==> src/design/sel_lex_pkg.sv <==
`timescale 1ns / 1ps
// ----------------------------------------------------------------------------
// sel_lex_pkg
// shared types, token codes, reserved-word table and character classes
// for the selector expression lexer
// ----------------------------------------------------------------------------
package sel_lex_pkg;

  // width of the stream offset counter
  localparam int OFFSET_BITS = 16;

  localparam int NUM_WORDS   = 11;
  localparam int WORD_MAXLEN = 7;

  // result queue
  localparam int FIFO_DEPTH = 4;
  localparam int FIFO_PTR_W = $clog2(FIFO_DEPTH);
  localparam int FIFO_CNT_W = $clog2(FIFO_DEPTH + 1);

  // token codes
  localparam logic [4:0] TT_END       = 5'd0;
  localparam logic [4:0] TT_LPAREN    = 5'd1;
  localparam logic [4:0] TT_RPAREN    = 5'd2;
  localparam logic [4:0] TT_COMMA     = 5'd3;
  localparam logic [4:0] TT_PLUS      = 5'd4;
  localparam logic [4:0] TT_MINUS     = 5'd5;
  localparam logic [4:0] TT_MUL       = 5'd6;
  localparam logic [4:0] TT_DIV       = 5'd7;
  localparam logic [4:0] TT_EQ        = 5'd8;
  localparam logic [4:0] TT_LT        = 5'd9;
  localparam logic [4:0] TT_NE        = 5'd10;
  localparam logic [4:0] TT_LE        = 5'd11;
  localparam logic [4:0] TT_GT        = 5'd12;
  localparam logic [4:0] TT_GE        = 5'd13;
  localparam logic [4:0] TT_IDENT     = 5'd14;
  localparam logic [4:0] TT_STRING    = 5'd15;
  localparam logic [4:0] TT_EXACT     = 5'd16;
  localparam logic [4:0] TT_APPROX    = 5'd17;
  localparam logic [4:0] TT_WORD_BASE = 5'd18;

  localparam logic [15:0] CNT_MAX = 16'hFFFF;

  // reserved words, right-justified ascii
  localparam logic [8*WORD_MAXLEN-1:0] WORD_TEXT [NUM_WORDS] = '{
    "and", "between", "escape", "false", "in", "is",
    "like", "not", "null", "or", "true"
  };
  localparam logic [2:0] WORD_LEN [NUM_WORDS] = '{
    3'd3, 3'd7, 3'd6, 3'd5, 3'd2, 3'd2, 3'd4, 3'd3, 3'd4, 3'd2, 3'd4
  };

  typedef enum logic [4:0] {
    ST_START, ST_IDENT, ST_LT, ST_GT, ST_ZERO, ST_OCT, ST_DIGIT, ST_DEC_START,
    ST_DEC, ST_EXP_SIGN, ST_EXP_START, ST_EXP, ST_HEX_START, ST_HEX,
    ST_BIN_START, ST_BIN, ST_STR, ST_STR_Q
  } lex_state_e;

  typedef enum logic [1:0] {
    ACT_TAKE, ACT_INC, ACT_NOINC, ACT_FAIL
  } pend_act_e;

  typedef struct packed {
    logic        last;
    logic [15:0] length;
    logic [15:0] start;
    logic        error;
    logic [4:0]  ttype;
  } result_t;

  // what one lexer step hands to the result queue
  typedef struct packed {
    logic [1:0] count;
    result_t    r1;
    result_t    r0;
  } step_out_t;

  function automatic logic is_digit(logic [7:0] c);
    return (c >= "0") && (c <= "9");
  endfunction

  function automatic logic is_alpha(logic [7:0] c);
    return ((c >= "a") && (c <= "z")) || ((c >= "A") && (c <= "Z"));
  endfunction

  function automatic logic is_xdigit(logic [7:0] c);
    return is_digit(c) || ((c >= "a") && (c <= "f")) || ((c >= "A") && (c <= "F"));
  endfunction

  function automatic logic is_space(logic [7:0] c);
    return (c == " ") || ((c >= 8'd9) && (c <= 8'd13));
  endfunction

  function automatic logic is_ident_char(logic [7:0] c);
    return is_alpha(c) || is_digit(c) || (c == "_") || (c == "$") || (c == ".");
  endfunction

  function automatic logic is_fd(logic [7:0] c);
    return (c == "f") || (c == "F") || (c == "d") || (c == "D");
  endfunction

  function automatic logic is_l(logic [7:0] c);
    return (c == "l") || (c == "L");
  endfunction

  function automatic logic [7:0] to_lower(logic [7:0] c);
    return ((c >= "A") && (c <= "Z")) ? c + 8'd32 : c;
  endfunction

  // character idx of reserved word w, zero beyond its length
  function automatic logic [7:0] word_char(int w, logic [2:0] idx);
    int sh;
    sh = 8 * (int'(WORD_LEN[w]) - 1 - int'(idx));
    if (idx < WORD_LEN[w]) begin
      return WORD_TEXT[w][sh +: 8];
    end
    return 8'd0;
  endfunction

  // single character operators, TT_END when none
  function automatic logic [4:0] single_op_type(logic [7:0] c);
    logic [4:0] t;
    case (c)
      "(":     t = TT_LPAREN;
      ")":     t = TT_RPAREN;
      ",":     t = TT_COMMA;
      "+":     t = TT_PLUS;
      "-":     t = TT_MINUS;
      "*":     t = TT_MUL;
      "/":     t = TT_DIV;
      "=":     t = TT_EQ;
      default: t = TT_END;
    endcase
    return t;
  endfunction

  // offset counter to the 16-bit result field
  function automatic logic [15:0] off_to_field(logic [OFFSET_BITS-1:0] p);
    logic [OFFSET_BITS+15:0] wide;
    wide = {16'd0, p};
    return wide[15:0];
  endfunction

endpackage

==> src/design/sel_lex_words.sv <==
`timescale 1ns / 1ps
// ----------------------------------------------------------------------------
// sel_lex_words
// caseless reserved-word matcher: narrows the candidate mask by one
// character and classifies the identifier collected so far
// ----------------------------------------------------------------------------
module sel_lex_words (
  input  logic        restart_i,
  input  logic [10:0] cand_i,
  input  logic [2:0]  idx_i,
  input  logic [7:0]  char_i,
  output logic [10:0] cand_o,
  output logic [2:0]  idx_o,
  output logic [4:0]  ident_type_o
);

  logic [10:0] base_cand;
  logic [2:0]  base_idx;
  logic [7:0]  lc;

  always_comb begin
    base_cand = restart_i ? '1 : cand_i;
    base_idx  = restart_i ? 3'd0 : idx_i;
    lc        = sel_lex_pkg::to_lower(char_i);
    for (int w = 0; w < sel_lex_pkg::NUM_WORDS; w++) begin
      cand_o[w] = base_cand[w] && (base_idx != 3'd7) &&
                  (base_idx < sel_lex_pkg::WORD_LEN[w]) &&
                  (sel_lex_pkg::word_char(w, base_idx) == lc);
    end
    idx_o = (base_idx == 3'd7) ? base_idx : base_idx + 3'd1;
  end

  // lowest surviving word of matching length wins
  always_comb begin
    ident_type_o = sel_lex_pkg::TT_IDENT;
    for (int w = sel_lex_pkg::NUM_WORDS - 1; w >= 0; w--) begin
      if (cand_i[w] && (sel_lex_pkg::WORD_LEN[w] == idx_i)) begin
        ident_type_o = sel_lex_pkg::TT_WORD_BASE + 5'(w);
      end
    end
  end

endmodule

==> src/design/sel_lex_core.sv <==
`timescale 1ns / 1ps
// ----------------------------------------------------------------------------
// sel_lex_core
// lexer state registers and the one-character transition step
// ----------------------------------------------------------------------------
module sel_lex_core (
  input  logic                  clk_i,
  input  logic                  rst_ni,
  input  logic                  step_i,
  input  logic                  cmd_i,
  input  logic [7:0]            char_i,
  output sel_lex_pkg::step_out_t out_o
);

  sel_lex_pkg::lex_state_e st_q, st_d, take_st;
  logic [sel_lex_pkg::OFFSET_BITS-1:0] pos_q, pos_d, beg_q, beg_d;
  logic [15:0] cnt_q, cnt_d, cnt_inc;
  logic [10:0] cand_q, cand_d, cand_upd;
  logic [2:0]  widx_q, widx_d, widx_upd;
  logic        qkind_q, qkind_d, halt_q, halt_d;

  sel_lex_pkg::pend_act_e act;
  logic [4:0]  ptype, ident_type, op_type;
  logic [7:0]  quote_char;
  logic        word_restart;
  logic        relex, fail, clear_all;
  logic        pend_vld, tail_vld;
  sel_lex_pkg::result_t pend_res, tail_res;
  logic [15:0] pos_f, beg_f;

  assign quote_char   = qkind_q ? 8'h22 : 8'h27;
  assign word_restart = (st_q == sel_lex_pkg::ST_START) || (act == sel_lex_pkg::ACT_NOINC);
  assign pos_f        = sel_lex_pkg::off_to_field(pos_q);
  assign beg_f        = sel_lex_pkg::off_to_field(beg_q);
  assign op_type      = sel_lex_pkg::single_op_type(char_i);

  sel_lex_words u_words (
    .restart_i    (word_restart),
    .cand_i       (cand_q),
    .idx_i        (widx_q),
    .char_i       (char_i),
    .cand_o       (cand_upd),
    .idx_o        (widx_upd),
    .ident_type_o (ident_type)
  );

  // decision for a character arriving while a token is pending
  always_comb begin
    act     = sel_lex_pkg::ACT_TAKE;
    ptype   = sel_lex_pkg::TT_END;
    take_st = st_q;
    case (st_q)
      sel_lex_pkg::ST_IDENT: begin
        if (!sel_lex_pkg::is_ident_char(char_i)) begin
          act   = sel_lex_pkg::ACT_NOINC;
          ptype = ident_type;
        end
      end
      sel_lex_pkg::ST_LT: begin
        if (char_i == ">") begin
          act = sel_lex_pkg::ACT_INC; ptype = sel_lex_pkg::TT_NE;
        end else if (char_i == "=") begin
          act = sel_lex_pkg::ACT_INC; ptype = sel_lex_pkg::TT_LE;
        end else begin
          act = sel_lex_pkg::ACT_NOINC; ptype = sel_lex_pkg::TT_LT;
        end
      end
      sel_lex_pkg::ST_GT: begin
        if (char_i == "=") begin
          act = sel_lex_pkg::ACT_INC; ptype = sel_lex_pkg::TT_GE;
        end else begin
          act = sel_lex_pkg::ACT_NOINC; ptype = sel_lex_pkg::TT_GT;
        end
      end
      sel_lex_pkg::ST_ZERO, sel_lex_pkg::ST_OCT: begin
        if ((st_q == sel_lex_pkg::ST_ZERO) && (char_i == ".")) begin
          take_st = sel_lex_pkg::ST_DEC;
        end else if ((st_q == sel_lex_pkg::ST_ZERO) && ((char_i == "x") || (char_i == "X")))
        begin
          take_st = sel_lex_pkg::ST_HEX_START;
        end else if ((st_q == sel_lex_pkg::ST_ZERO) && ((char_i == "b") || (char_i == "B")))
        begin
          take_st = sel_lex_pkg::ST_BIN_START;
        end else if (sel_lex_pkg::is_l(char_i)) begin
          act = sel_lex_pkg::ACT_INC; ptype = sel_lex_pkg::TT_EXACT;
        end else if (((char_i >= "0") && (char_i <= "7")) || (char_i == "_")) begin
          take_st = sel_lex_pkg::ST_OCT;
        end else begin
          act = sel_lex_pkg::ACT_NOINC; ptype = sel_lex_pkg::TT_EXACT;
        end
      end
      sel_lex_pkg::ST_DIGIT: begin
        if (sel_lex_pkg::is_l(char_i)) begin
          act = sel_lex_pkg::ACT_INC; ptype = sel_lex_pkg::TT_EXACT;
        end else if (sel_lex_pkg::is_fd(char_i)) begin
          act = sel_lex_pkg::ACT_INC; ptype = sel_lex_pkg::TT_APPROX;
        end else if (sel_lex_pkg::is_digit(char_i) || (char_i == "_")) begin
          take_st = sel_lex_pkg::ST_DIGIT;
        end else if (char_i == ".") begin
          take_st = sel_lex_pkg::ST_DEC;
        end else if ((char_i == "e") || (char_i == "E")) begin
          take_st = sel_lex_pkg::ST_EXP_SIGN;
        end else begin
          act = sel_lex_pkg::ACT_NOINC; ptype = sel_lex_pkg::TT_EXACT;
        end
      end
      sel_lex_pkg::ST_DEC_START: begin
        if (sel_lex_pkg::is_digit(char_i)) take_st = sel_lex_pkg::ST_DEC;
        else act = sel_lex_pkg::ACT_FAIL;
      end
      sel_lex_pkg::ST_DEC: begin
        if (sel_lex_pkg::is_digit(char_i) || (char_i == "_")) begin
          take_st = sel_lex_pkg::ST_DEC;
        end else if ((char_i == "e") || (char_i == "E")) begin
          take_st = sel_lex_pkg::ST_EXP_SIGN;
        end else if (sel_lex_pkg::is_fd(char_i)) begin
          act = sel_lex_pkg::ACT_INC; ptype = sel_lex_pkg::TT_APPROX;
        end else begin
          act = sel_lex_pkg::ACT_NOINC; ptype = sel_lex_pkg::TT_APPROX;
        end
      end
      sel_lex_pkg::ST_EXP_SIGN: begin
        if ((char_i == "+") || (char_i == "-")) take_st = sel_lex_pkg::ST_EXP_START;
        else if (sel_lex_pkg::is_digit(char_i)) take_st = sel_lex_pkg::ST_EXP;
        else act = sel_lex_pkg::ACT_FAIL;
      end
      sel_lex_pkg::ST_EXP_START: begin
        if (sel_lex_pkg::is_digit(char_i)) take_st = sel_lex_pkg::ST_EXP;
        else act = sel_lex_pkg::ACT_FAIL;
      end
      sel_lex_pkg::ST_EXP: begin
        if (!sel_lex_pkg::is_digit(char_i)) begin
          ptype = sel_lex_pkg::TT_APPROX;
          act   = sel_lex_pkg::is_fd(char_i) ? sel_lex_pkg::ACT_INC : sel_lex_pkg::ACT_NOINC;
        end
      end
      sel_lex_pkg::ST_HEX_START: begin
        if (sel_lex_pkg::is_xdigit(char_i)) take_st = sel_lex_pkg::ST_HEX;
        else act = sel_lex_pkg::ACT_FAIL;
      end
      sel_lex_pkg::ST_HEX: begin
        if (sel_lex_pkg::is_l(char_i)) begin
          act = sel_lex_pkg::ACT_INC; ptype = sel_lex_pkg::TT_EXACT;
        end else if (sel_lex_pkg::is_xdigit(char_i) || (char_i == "_")) begin
          take_st = sel_lex_pkg::ST_HEX;
        end else if ((char_i == "p") || (char_i == "P")) begin
          take_st = sel_lex_pkg::ST_EXP_SIGN;
        end else begin
          act = sel_lex_pkg::ACT_NOINC; ptype = sel_lex_pkg::TT_EXACT;
        end
      end
      sel_lex_pkg::ST_BIN_START: begin
        if ((char_i == "0") || (char_i == "1")) take_st = sel_lex_pkg::ST_BIN;
        else act = sel_lex_pkg::ACT_FAIL;
      end
      sel_lex_pkg::ST_BIN: begin
        if (sel_lex_pkg::is_l(char_i)) begin
          act = sel_lex_pkg::ACT_INC; ptype = sel_lex_pkg::TT_EXACT;
        end else if ((char_i == "0") || (char_i == "1") || (char_i == "_")) begin
          take_st = sel_lex_pkg::ST_BIN;
        end else begin
          act = sel_lex_pkg::ACT_NOINC; ptype = sel_lex_pkg::TT_EXACT;
        end
      end
      sel_lex_pkg::ST_STR: begin
        take_st = (char_i == quote_char) ? sel_lex_pkg::ST_STR_Q : sel_lex_pkg::ST_STR;
      end
      sel_lex_pkg::ST_STR_Q: begin
        if (char_i == quote_char) begin
          take_st = sel_lex_pkg::ST_STR;
        end else begin
          act   = sel_lex_pkg::ACT_NOINC;
          ptype = qkind_q ? sel_lex_pkg::TT_IDENT : sel_lex_pkg::TT_STRING;
        end
      end
      default: act = sel_lex_pkg::ACT_FAIL;
    endcase
  end

  // step: pending-token result first, then the freshly lexed or end result
  always_comb begin
    st_d      = st_q;
    pos_d     = pos_q;
    beg_d     = beg_q;
    cnt_d     = cnt_q;
    cand_d    = cand_q;
    widx_d    = widx_q;
    qkind_d   = qkind_q;
    halt_d    = halt_q;
    pend_vld  = 1'b0;
    tail_vld  = 1'b0;
    pend_res  = '0;
    tail_res  = '0;
    relex     = 1'b0;
    fail      = 1'b0;
    clear_all = 1'b0;
    cnt_inc   = (cnt_q != sel_lex_pkg::CNT_MAX) ? cnt_q + 16'd1 : cnt_q;
    pend_res.start  = beg_f;
    pend_res.length = cnt_q;

    if (step_i) begin
      if (halt_q) begin
        clear_all = cmd_i;
      end else if (cmd_i) begin
        pend_vld = 1'b1;
        case (st_q)
          sel_lex_pkg::ST_START: pend_vld = 1'b0;
          sel_lex_pkg::ST_IDENT: pend_res.ttype = ident_type;
          sel_lex_pkg::ST_LT:    pend_res.ttype = sel_lex_pkg::TT_LT;
          sel_lex_pkg::ST_GT:    pend_res.ttype = sel_lex_pkg::TT_GT;
          sel_lex_pkg::ST_ZERO, sel_lex_pkg::ST_OCT, sel_lex_pkg::ST_DIGIT,
          sel_lex_pkg::ST_HEX, sel_lex_pkg::ST_BIN:
            pend_res.ttype = sel_lex_pkg::TT_EXACT;
          sel_lex_pkg::ST_DEC, sel_lex_pkg::ST_EXP:
            pend_res.ttype = sel_lex_pkg::TT_APPROX;
          sel_lex_pkg::ST_STR_Q:
            pend_res.ttype = qkind_q ? sel_lex_pkg::TT_IDENT : sel_lex_pkg::TT_STRING;
          default: begin
            // dangling literal
            fail           = 1'b1;
            pend_res.error = 1'b1;
          end
        endcase
        if (!fail) begin
          tail_vld       = 1'b1;
          tail_res.ttype = sel_lex_pkg::TT_END;
          tail_res.start = pos_f;
        end
        clear_all = 1'b1;
      end else begin
        pos_d = pos_q + 1'b1;
        if (st_q == sel_lex_pkg::ST_START) begin
          relex = 1'b1;
        end else begin
          case (act)
            sel_lex_pkg::ACT_TAKE: begin
              st_d  = take_st;
              cnt_d = cnt_inc;
              if (st_q == sel_lex_pkg::ST_IDENT) begin
                cand_d = cand_upd;
                widx_d = widx_upd;
              end
            end
            sel_lex_pkg::ACT_INC: begin
              cnt_d           = cnt_inc;
              pend_vld        = 1'b1;
              pend_res.ttype  = ptype;
              pend_res.length = cnt_inc;
              st_d            = sel_lex_pkg::ST_START;
            end
            sel_lex_pkg::ACT_NOINC: begin
              pend_vld       = 1'b1;
              pend_res.ttype = ptype;
              st_d           = sel_lex_pkg::ST_START;
              relex          = 1'b1;
            end
            default: begin
              // malformed number
              cnt_d           = cnt_inc;
              pend_vld        = 1'b1;
              pend_res.error  = 1'b1;
              pend_res.length = cnt_inc;
              st_d            = sel_lex_pkg::ST_START;
              halt_d          = 1'b1;
            end
          endcase
        end

        if (relex && !sel_lex_pkg::is_space(char_i)) begin
          tail_res.start  = pos_f;
          tail_res.length = 16'd1;
          if (op_type != sel_lex_pkg::TT_END) begin
            tail_vld       = 1'b1;
            tail_res.ttype = op_type;
          end else if (char_i == "<") begin
            st_d = sel_lex_pkg::ST_LT;  beg_d = pos_q; cnt_d = 16'd1;
          end else if (char_i == ">") begin
            st_d = sel_lex_pkg::ST_GT;  beg_d = pos_q; cnt_d = 16'd1;
          end else if (sel_lex_pkg::is_alpha(char_i) || (char_i == "_") || (char_i == "$"))
          begin
            st_d   = sel_lex_pkg::ST_IDENT;
            beg_d  = pos_q;
            cnt_d  = 16'd1;
            cand_d = cand_upd;
            widx_d = widx_upd;
          end else if ((char_i == 8'h27) || (char_i == 8'h22)) begin
            st_d    = sel_lex_pkg::ST_STR;
            beg_d   = pos_q;
            cnt_d   = 16'd1;
            qkind_d = (char_i == 8'h22);
          end else if (char_i == "0") begin
            st_d = sel_lex_pkg::ST_ZERO; beg_d = pos_q; cnt_d = 16'd1;
          end else if (sel_lex_pkg::is_digit(char_i)) begin
            st_d = sel_lex_pkg::ST_DIGIT; beg_d = pos_q; cnt_d = 16'd1;
          end else if (char_i == ".") begin
            st_d = sel_lex_pkg::ST_DEC_START; beg_d = pos_q; cnt_d = 16'd1;
          end else begin
            // illegal character
            tail_vld       = 1'b1;
            tail_res.ttype = sel_lex_pkg::TT_END;
            tail_res.error = 1'b1;
            halt_d         = 1'b1;
          end
        end
      end
    end

    if (clear_all) begin
      st_d    = sel_lex_pkg::ST_START;
      pos_d   = '0;
      beg_d   = '0;
      cnt_d   = '0;
      cand_d  = '1;
      widx_d  = '0;
      qkind_d = 1'b0;
      halt_d  = 1'b0;
    end
  end

  // pack results in emission order, last on the final one
  always_comb begin
    out_o = '0;
    if (pend_vld) begin
      out_o.r0      = pend_res;
      out_o.r0.last = !tail_vld;
      out_o.r1      = tail_res;
      out_o.r1.last = 1'b1;
      out_o.count   = tail_vld ? 2'd2 : 2'd1;
    end else if (tail_vld) begin
      out_o.r0      = tail_res;
      out_o.r0.last = 1'b1;
      out_o.count   = 2'd1;
    end
  end

  always_ff @(posedge clk_i or negedge rst_ni) begin
    if (!rst_ni) begin
      st_q    <= sel_lex_pkg::ST_START;
      pos_q   <= '0;
      beg_q   <= '0;
      cnt_q   <= '0;
      cand_q  <= '1;
      widx_q  <= '0;
      qkind_q <= 1'b0;
      halt_q  <= 1'b0;
    end else begin
      st_q    <= st_d;
      pos_q   <= pos_d;
      beg_q   <= beg_d;
      cnt_q   <= cnt_d;
      cand_q  <= cand_d;
      widx_q  <= widx_d;
      qkind_q <= qkind_d;
      halt_q  <= halt_d;
    end
  end

endmodule

==> src/design/sel_lex_fifo.sv <==
`timescale 1ns / 1ps
// ----------------------------------------------------------------------------
// sel_lex_fifo
// small result queue: takes up to two results per cycle, hands out one
// ----------------------------------------------------------------------------
module sel_lex_fifo (
  input  logic                                clk_i,
  input  logic                                rst_ni,
  input  sel_lex_pkg::step_out_t              push_i,
  input  logic                                pop_i,
  output sel_lex_pkg::result_t                head_o,
  output logic                                valid_o,
  output logic [sel_lex_pkg::FIFO_CNT_W-1:0]  count_o
);

  sel_lex_pkg::result_t mem [sel_lex_pkg::FIFO_DEPTH];

  logic [sel_lex_pkg::FIFO_PTR_W-1:0] wr_ptr_q, wr_ptr_d, rd_ptr_q, rd_ptr_d;
  logic [sel_lex_pkg::FIFO_CNT_W-1:0] count_q, count_d;
  logic [sel_lex_pkg::FIFO_PTR_W-1:0] wr_ptr_nx;

  assign wr_ptr_nx = wr_ptr_q + 1'b1;
  assign head_o    = mem[rd_ptr_q];
  assign valid_o   = (count_q != '0);
  assign count_o   = count_q;

  always_comb begin
    wr_ptr_d = wr_ptr_q + sel_lex_pkg::FIFO_PTR_W'(push_i.count);
    rd_ptr_d = rd_ptr_q + sel_lex_pkg::FIFO_PTR_W'(pop_i);
    count_d  = count_q + sel_lex_pkg::FIFO_CNT_W'(push_i.count)
                       - sel_lex_pkg::FIFO_CNT_W'(pop_i);
  end

  always_ff @(posedge clk_i) begin
    if (push_i.count != 2'd0) begin
      mem[wr_ptr_q] <= push_i.r0;
    end
    if (push_i.count == 2'd2) begin
      mem[wr_ptr_nx] <= push_i.r1;
    end
  end

  always_ff @(posedge clk_i or negedge rst_ni) begin
    if (!rst_ni) begin
      wr_ptr_q <= '0;
      rd_ptr_q <= '0;
      count_q  <= '0;
    end else begin
      wr_ptr_q <= wr_ptr_d;
      rd_ptr_q <= rd_ptr_d;
      count_q  <= count_d;
    end
  end

endmodule

==> src/design/selector_expression_lexer_unit.sv <==
`timescale 1ns / 1ps
// throughput: one request per cycle while results keep pace; the step only runs with two
//   queue entries free and the result side moves one per cycle, so requests that each
//   yield two results (pending token plus one of their own) cannot go in back to back
// reset: rst_ni low clears lexer state, offset counter, input stage and queue at once
// ----------------------------------------------------------------------------
// selector_expression_lexer_unit
// streaming lexer for selector expressions, one character per request
// ----------------------------------------------------------------------------
module selector_expression_lexer_unit (
  input  logic        clk_i,
  input  logic        rst_ni,
  // request side
  input  logic        s_axis_tvalid_i,
  output logic        s_axis_tready_o,
  input  logic [7:0]  s_axis_tdata_i,   // [7:0] character
  input  logic        s_axis_tuser_i,   // [0] cmd (1 = end of expression)
  // result side
  output logic        m_axis_tvalid_o,
  input  logic        m_axis_tready_i,
  output logic [39:0] m_axis_tdata_o,   // [4:0] token_type, [20:5] token_start,
                                        // [36:21] token_length, [39:37] zero
  output logic        m_axis_tuser_o,   // [0] error
  output logic        m_axis_tlast_o    // last result of the request
);

  // input register: holds one request until the lexer step takes it
  logic       in_valid_q, in_valid_d;
  logic       in_cmd_q;
  logic [7:0] in_char_q;

  logic                                in_take;
  logic                                advance;
  logic                                room;
  sel_lex_pkg::step_out_t              step_out;
  sel_lex_pkg::result_t                head;
  logic                                head_valid;
  logic                                pop;
  logic [sel_lex_pkg::FIFO_CNT_W-1:0]  fifo_count;

  // the step may push two results, so it only runs while two entries are free;
  // this keeps the request side free of any combinational path from m_axis_tready_i
  assign room    = (fifo_count <= sel_lex_pkg::FIFO_CNT_W'(sel_lex_pkg::FIFO_DEPTH - 2));
  assign advance = in_valid_q && room;

  // a new request can land in the same cycle the held one moves on
  assign s_axis_tready_o = !in_valid_q || advance;
  assign in_take         = s_axis_tvalid_i && s_axis_tready_o;

  always_comb begin
    in_valid_d = in_valid_q;
    if (in_take) begin
      in_valid_d = 1'b1;
    end else if (advance) begin
      in_valid_d = 1'b0;
    end
  end

  always_ff @(posedge clk_i or negedge rst_ni) begin
    if (!rst_ni) begin
      in_valid_q <= 1'b0;
    end else begin
      in_valid_q <= in_valid_d;
    end
  end

  // payload only, no reset needed
  always_ff @(posedge clk_i) begin
    if (in_take) begin
      in_cmd_q  <= s_axis_tuser_i;
      in_char_q <= s_axis_tdata_i;
    end
  end

  // lexer state and one-character transition
  sel_lex_core u_core (
    .clk_i  (clk_i),
    .rst_ni (rst_ni),
    .step_i (advance),
    .cmd_i  (in_cmd_q),
    .char_i (in_char_q),
    .out_o  (step_out)
  );

  // result queue doubles as the output register
  sel_lex_fifo u_fifo (
    .clk_i   (clk_i),
    .rst_ni  (rst_ni),
    .push_i  (step_out),
    .pop_i   (pop),
    .head_o  (head),
    .valid_o (head_valid),
    .count_o (fifo_count)
  );

  assign pop             = head_valid && m_axis_tready_i;
  assign m_axis_tvalid_o = head_valid;
  assign m_axis_tdata_o  = {3'b000, head.length, head.start, head.ttype};
  assign m_axis_tuser_o  = head.error;
  assign m_axis_tlast_o  = head.last;

`ifndef SYNTH
  // the queue never overfills
  a_fifo_bound: assert property (@(posedge clk_i) disable iff (!rst_ni)
    fifo_count <= sel_lex_pkg::FIFO_CNT_W'(sel_lex_pkg::FIFO_DEPTH))
    else $error("result queue overflow");

  // a two-result step marks only the second as last
  a_pair_last: assert property (@(posedge clk_i) disable iff (!rst_ni)
    (step_out.count == 2'd2) |-> (!step_out.r0.last && step_out.r1.last))
    else $error("two-result step has wrong last marking");

  // errors and end tokens always close their request, errors carry the end code
  a_error_final: assert property (@(posedge clk_i) disable iff (!rst_ni)
    (head_valid && head.error) |-> (head.last && (head.ttype == sel_lex_pkg::TT_END)))
    else $error("error result not final or not typed as end");

  a_end_final: assert property (@(posedge clk_i) disable iff (!rst_ni)
    (head_valid && (head.ttype == sel_lex_pkg::TT_END)) |-> head.last)
    else $error("end token not marked last");
`endif

endmodule

==> config.mk <==
export PLATFORM = sky130hd
export DESIGN_NAME = selector_expression_lexer_unit
export DESIGN_NICKNAME = d
export VERILOG_FILES = /design/src/design/sel_lex_pkg.sv /design/src/design/sel_lex_words.sv /design/src/design/sel_lex_core.sv /design/src/design/sel_lex_fifo.sv /design/src/design/selector_expression_lexer_unit.sv
export SDC_FILE = /design/constraint.sdc
export NUM_CORES = 1
export LEC_CHECK = 0
export BUFFER_PORTS_ARGS = -buffer_cell sky130_fd_sc_hd__buf_2
export CAP_MARGIN = 20
export CORE_MARGIN = 4
export CORE_UTILIZATION = 30
export DETAILED_ROUTE_END_ITERATION = 16
export MAX_ROUTING_LAYER = met4
export SETUP_SLACK_MARGIN = 0.05
export SLEW_MARGIN = 15
export SYNTH_ARGS = -nofsm -noshare
export SYNTH_HDL_FRONTEND = slang
export SYNTH_SLANG_ARGS = --single-unit
==> constraint.sdc <==
create_clock -name clk_i -period 7.6 [get_ports clk_i]
set_input_delay 0.76 -clock clk_i [delete_from_list [all_inputs] [get_ports clk_i]]
set_output_delay 0.76 -clock clk_i [all_outputs]
set_load 0.01 [all_outputs]
## Word-level counts from Yosys, hierarchy flattened

Memories as Yosys holds them, arrays and structs flattened.
Index checks and enable logic that the tools add are counted.

| operators by class | value |
|---|---|
| add/sub/neg operators | 15 |
| $mul | 0 |
| divide/modulo/power cells | 0 |
| $lt $le $gt $ge | 18 |
| equality and inequality tests | 79 |
| shift operators | 11 |
| multiplexer cells | 290 |
| bitwise logic cells | 0 |
| reductions and logical operators | 109 |

Operators by type and width:

| operator | count |
|---|---|
| two-way mux 16 bit | 40 |
| variable part select 56 x 7 -> 8 bit, first input constant | 11 |
| two-way mux 5 bit | 72 |
| two-way mux 8 bit | 23 |
| two-way mux 11 bit | 13 |
| == test 8 x 6 -> 1 bit, second input constant | 17 |
| == test 8 x 7 -> 1 bit, second input constant | 15 |
| two-way mux 39 bit | 3 |
| == test 8 bit | 12 |
| two-way mux 38 bit | 2 |
| two-way mux 1 bit | 75 |
| two-way mux 6 bit | 11 |
| two-way mux 2 bit | 30 |
| case mux 5 bit (12 select lines) | 1 |
| logical AND 1 bit | 58 |
| case mux 5 bit (10 select lines) | 1 |
| two-way mux 3 bit | 15 |
| == test 5 x 4 -> 1 bit, second input constant | 8 |
| adder 16 x 1 -> 16 bit, second input constant | 2 |
| less-or-equal comparator 8 x 7 -> 1 bit, second input constant | 4 |
| case mux 4 bit (8 select lines) | 1 |
| case mux 2 bit (15 select lines) | 1 |
| case mux 5 bit (6 select lines) | 1 |
| logical OR 1 bit | 27 |
| other kinds (46) | 79 |

| storage, ports and cells | value |
|---|---|
| register bits after elaboration | 86 |
| bits in latches | 0 |
| RAM bits | 156 |
| bits in read-only memories | 0 |
| input bits | 13 |
| output and inout bits | 44 |
| word-level logic and storage cells | 537 |
| memories | 1 |

Memories:

| memory | depth | width | rd ports | clocked after memory_dff | write ports | line | source |
|---|---|---|---|---|---|---|---|
| u_fifo.mem | 4 | 39 | 1 | 0 | 2 | sel_lex_fifo.sv:16 | `sel_lex_pkg::result_t mem [sel_lex_pkg::FIFO_DEPTH];` |

## Depth between registers and ports, before layout

| logic depth | value |
|---|---|
| word-level depth | 30 |
| gate-level depth with buffers | 27 |
| mapped depth without buffers | 25 |

## By module

From an unflattened synthesis, not the netlist that was laid out.

| unflattened totals | value |
|---|---|
| cells, all modules | 1518 |
| area total of the unflattened synthesis | 16316.9 um^2 |

By module, submodules not included:

| module | times used | cells an instance | area each (um^2) | sequential area each (um^2) |
|---|---|---|---|---|
| sel_lex_fifo | 1 | 413 | 7952.6 | 4859.7 |
| sel_lex_core | 1 | 794 | 6119.6 | 1740.4 |
| sel_lex_words | 1 | 290 | 1883.1 | 0.0 |
| selector_expression_lexer_unit | 1 | 21 | 361.6 | 295.3 |

## Worst setup path after synthesis

Ideal clock, no wire load.

| timing | value |
|---|---|
| path kind | register to register |
| from | register in_char_q[6] |
| to | memory u_fifo.mem[2][0] in the netlist's numbering, enable pin |
| library setup time | 0.378 ns |
| arrival time | 4.930 ns |
| data required time | 7.222 ns |
| setup slack | 2.292 ns |
| stages on the path, launching flop included | 23 |
| path buffers | 3 |
| clock period less this slack | 5.308 ns |
| path through | edfxtp_1 > clkbuf_1 > inv_1 > ha_1 > nor2b_1 > o2111ai_1 > a221oi_1 > o21ai_2 > a2111o_2 > inv_1 > ha_1 > a21oi_1 > a211oi_2 > and2_1 > a31oi_1 > nor2_4 > ha_1 > clkbuf_1 > inv_1 > nor3b_1 > nor2_1 > clkbuf_1 > inv_1 |

RTL lines:

| what | line | source |
|---|---|---|
| start, declared | selector_expression_lexer_unit.sv:30 | `logic [7:0] in_char_q;` |
| start signal, assigned | selector_expression_lexer_unit.sv:71 | `in_char_q <= s_axis_tdata_i;` |
| end, declared | sel_lex_fifo.sv:16 |  |

==> run_results.csv <==
group,metric,value,unit
run_status,status,"finished, final reports clean",
finish,layout_common_cells,"nand2_1 (172), o21ai_0 (130), nor2_1 (129)",
power,cellLeakagePower,5.933,nW
sta,drv_slew,0,
routing,first_pass_iters,5,
run,drv_cap,0,
finish,fillers,5037,
sta,clock_skew,0.01254,ns
setup_path,cp-start-kind,"flip-flop",
setup_path,critPathMaxFanout,24,
sta,max_slew.worst_pin.slew,1.009,ns
setup_path,crit_type,"reg2reg",
yosys,synth_top_family_by_area,"compound AO/OA/AOI/OAI gates",
floorplanning,core,48850,sq um
sta,finalCritPeriodShare,83.68,%
placement,dpl.hpwl,31820,um
yosys,syn_inst,1543,
floorplanning,boundaryPins,57,
yosys,synth.cell_area,14780,sq um
finish,drive_gt1_share,15.32,%
power,fin_total_pwr,4.605,mW
finish,layout.nets,1607,
power,power_density,276.0,nW/um^2
yosys,synthDistinctLibCells,112,
sta,relSlewSlack,32.66,%
floorplanning,rows,81,
yosys,ys_ff_latch,242,
routing,post-route-drc-count,0,
clock_network,cts_buffers,27,
clock_network,post_cts_resized,0,
yosys,synth_xor_area_share,2.590,%
clock_network,hold_buffers,0,
clock_network,cts_tree,"built",
setup_path,cp.arrival,6.63,ns
sta,finalSetupViolCount,0,
clock_network,clk_pin_slew,0.06,ns
routing,drt_iter0_drc,1265,
yosys,synthArstFlopShare,31.82,%
power,ir_drop,0.1887,mV
placement,numPortBuffers,53,
yosys,synth.area.mux_share,7.178,%
sta,hold_viol,0,
routing,wire_per_inst,20.42,um
yosys,yosys.area_share.simple,18.40,%
clock_network,htreeDepth,1,
yosys,synthAdderAreaFrac,2.506,%
setup_path,worstPathRequired,7.87,ns
clock_network,cts_setup_buffers,0,
grt,grt_pass1_vias,12610,
grt,gr-total-overflow,0,
setup_path,endpoint_kind,"flip-flop",
clock_network,clock_sinks,242,
yosys,ys_warn_count,0,
setup_path,r2r.worst_path.cells,21,
clock_network,root_buffer,"clkbuf_16",
grt,antenna_found_initial,1,
floorplanning,initial_core_util,30.26,%
sta,timing.fmax,157.2,MHz
grt,grt_max_degree,70,
clock_network,clk_latency,0.56,ns
worst_hold_path,holdCritPathClass,"in2async",
floorplanning,fp.dieW,230.0,um
sta,fin_crit,6.360,ns
routing,ant_nets,0,
sta,rsz0062_at_grt,"no",
yosys,synth_top_flop_cell,"edfxtp_1",
clock_network,clock_path_buffers,3,
routing,drt_wl_total,45960,um
grt,grt.total_usage,17.36,%
routing,num_vias,12770,
placement,place_congestion,0.9955,
floorplanning,dieArea,52890,sq um
yosys,seq_area_frac_synth,42.31,%
finish,syn_to_final_growth,12.88,%
finish,layout_commonest_cell,"nand2_1",
yosys,avgSynthCellArea,9.580,sq um
routing,vias_per_cell,5.673,
yosys,synth-compound-area-share,22.70,%
floorplanning,die_h,230.0,um
sta,fin_setup_tns,0,ns
yosys,synth-edff-count,101,
grt,grt_pass1_wl,72640,um
[critical path: stages, from the launching register on]
cell,delay (ns)
edfxtp_1,0.62
buf_4,0.34
or4_4,0.56
o211ai_1,0.23
o22ai_1,0.30
nor3_1,0.38
nand3_1,0.19
nand3_1,0.10
or3_1,0.17
ha_1,0.20
a21oi_1,0.08
a211oi_2,0.52
and2_1,0.27
a31oi_1,0.14
nor2_4,0.18
ha_1,0.33
inv_1,0.15
nor3b_1,0.35
nor2_1,0.10
buf_4,0.22
inv_1,0.41
buf_12,0.22
[layout make-up]
cell class,instances,area [sq um],share of cell area (%)
diodes,1,2.502,0.01500
clock buffers,40,822.0,4.927
clock inverters,10,76.32,0.4574
inverters,42,157.7,0.9448
multi-input cells,1155,7904,47.37
flip-flops and latches,242,6257,37.50
well taps,664,830.8,4.979
repair buffers,97,635.6,3.809
[report_power, final]
group | switching (mW) | total (mW) | internal [mW] | leakage (nW)
registers | 0.191 | 1.70 | 1.50 | 2.42
clock network | 0.554 | 1.31 | 0.756 | 0.453
logic | 1.03 | 1.60 | 0.568 | 3.06
[path summary, 6_finish.rpt]
path	end	slack [ns]	from
worst max-delay path	u_fifo.mem[3][20]	1.24	in_char_q[1]
worst min-delay path	in_valid_q	0.04	rst_ni
worst max register to register	u_fifo.mem[3][20]	1.24	in_char_q[1]
worst min register to register	u_fifo.mem[2][33]	0.44	u_fifo.mem[2][33]
max in group asynchronous	u_fifo.rd_ptr_q[0]	6.34	rst_ni
min in group clk_i	in_cmd_q	0.38	s_axis_tuser_i
[metal layers]
layer | up-vias | GRT usage [%] | part of all wire, %
met5 | - | - | 0
met4 | 0 | 3.856 | 2.4
met3 | 98 | 2.750 | 7.1
met2 | 550 | 27.69 | 47
met1 | 6271 | 23.46 | 44
li1 | 5850 | - | -
[logic make-up after synthesis]
| group | Yosys count |
|---|---|
| muxes | 57 |
| buffers and inverters | 148 |
| DFF | 242 |
| adders and majority gates | 29 |
| other | 1 |
| and+or+nand+nor | 541 |
| xor gates and xnor gates | 42 |
| AOI/OAI and AO/OA | 483 |
[flip-flops by register name (all words and copies together) (netlist names)]
name	count
u_fifo.mem	156
u_core.qkind_q	1
u_fifo.wr_ptr_q	2
in_valid_q	1
in_char_q	8
u_core.st_q	5
u_core.cnt_q	16
u_fifo.count_o	3
u_core.beg_f	16
u_core.halt_q	1
in_cmd_q	1
u_core.cand_q	11
u_fifo.rd_ptr_q	2
u_core.widx_q	3
u_core.pos_f	16
[synthesized netlist by cell type (26+ instances only)]
library cell  instances  area share, %
nand2_1             172            4.4
nor2_1              130            3.3
o21ai_0             130            4.4
edfxtp_1            101             21
a22o_1               88            5.2
a21oi_1              76            2.6
dfrtp_1              66             11
dfxtp_1              64            8.7
clkbuf_1             60            1.5
inv_1                39           0.99
mux4_2               39            5.9
nand3_1              39            1.3
nor3_1               37            1.3
ha_1                 28            2.4
o22ai_1              26            1.1
[metrics by stage]
step / cells / setup WS [ns] / util, % / hold WS (ns) / cell area [sq um]
floorplan: 1545 / 2.292 / - / 0.4198 / 14790
global placement: 2199 / 1.628 / 32.27 / 0.4285 / 15770
detailed placement: 2199 / 1.388 / 32.27 / 0.4371 / 15770
CTS: 2249 / 1.348 / 34.11 / 0.01853 / 16660
global route: 2251 / 0.6673 / 34.16 / 0.02748 / 16690
finish: 2251 / 1.240 / 34.16 / 0.03771 / 16690
(Power assumes the default switching activity.)
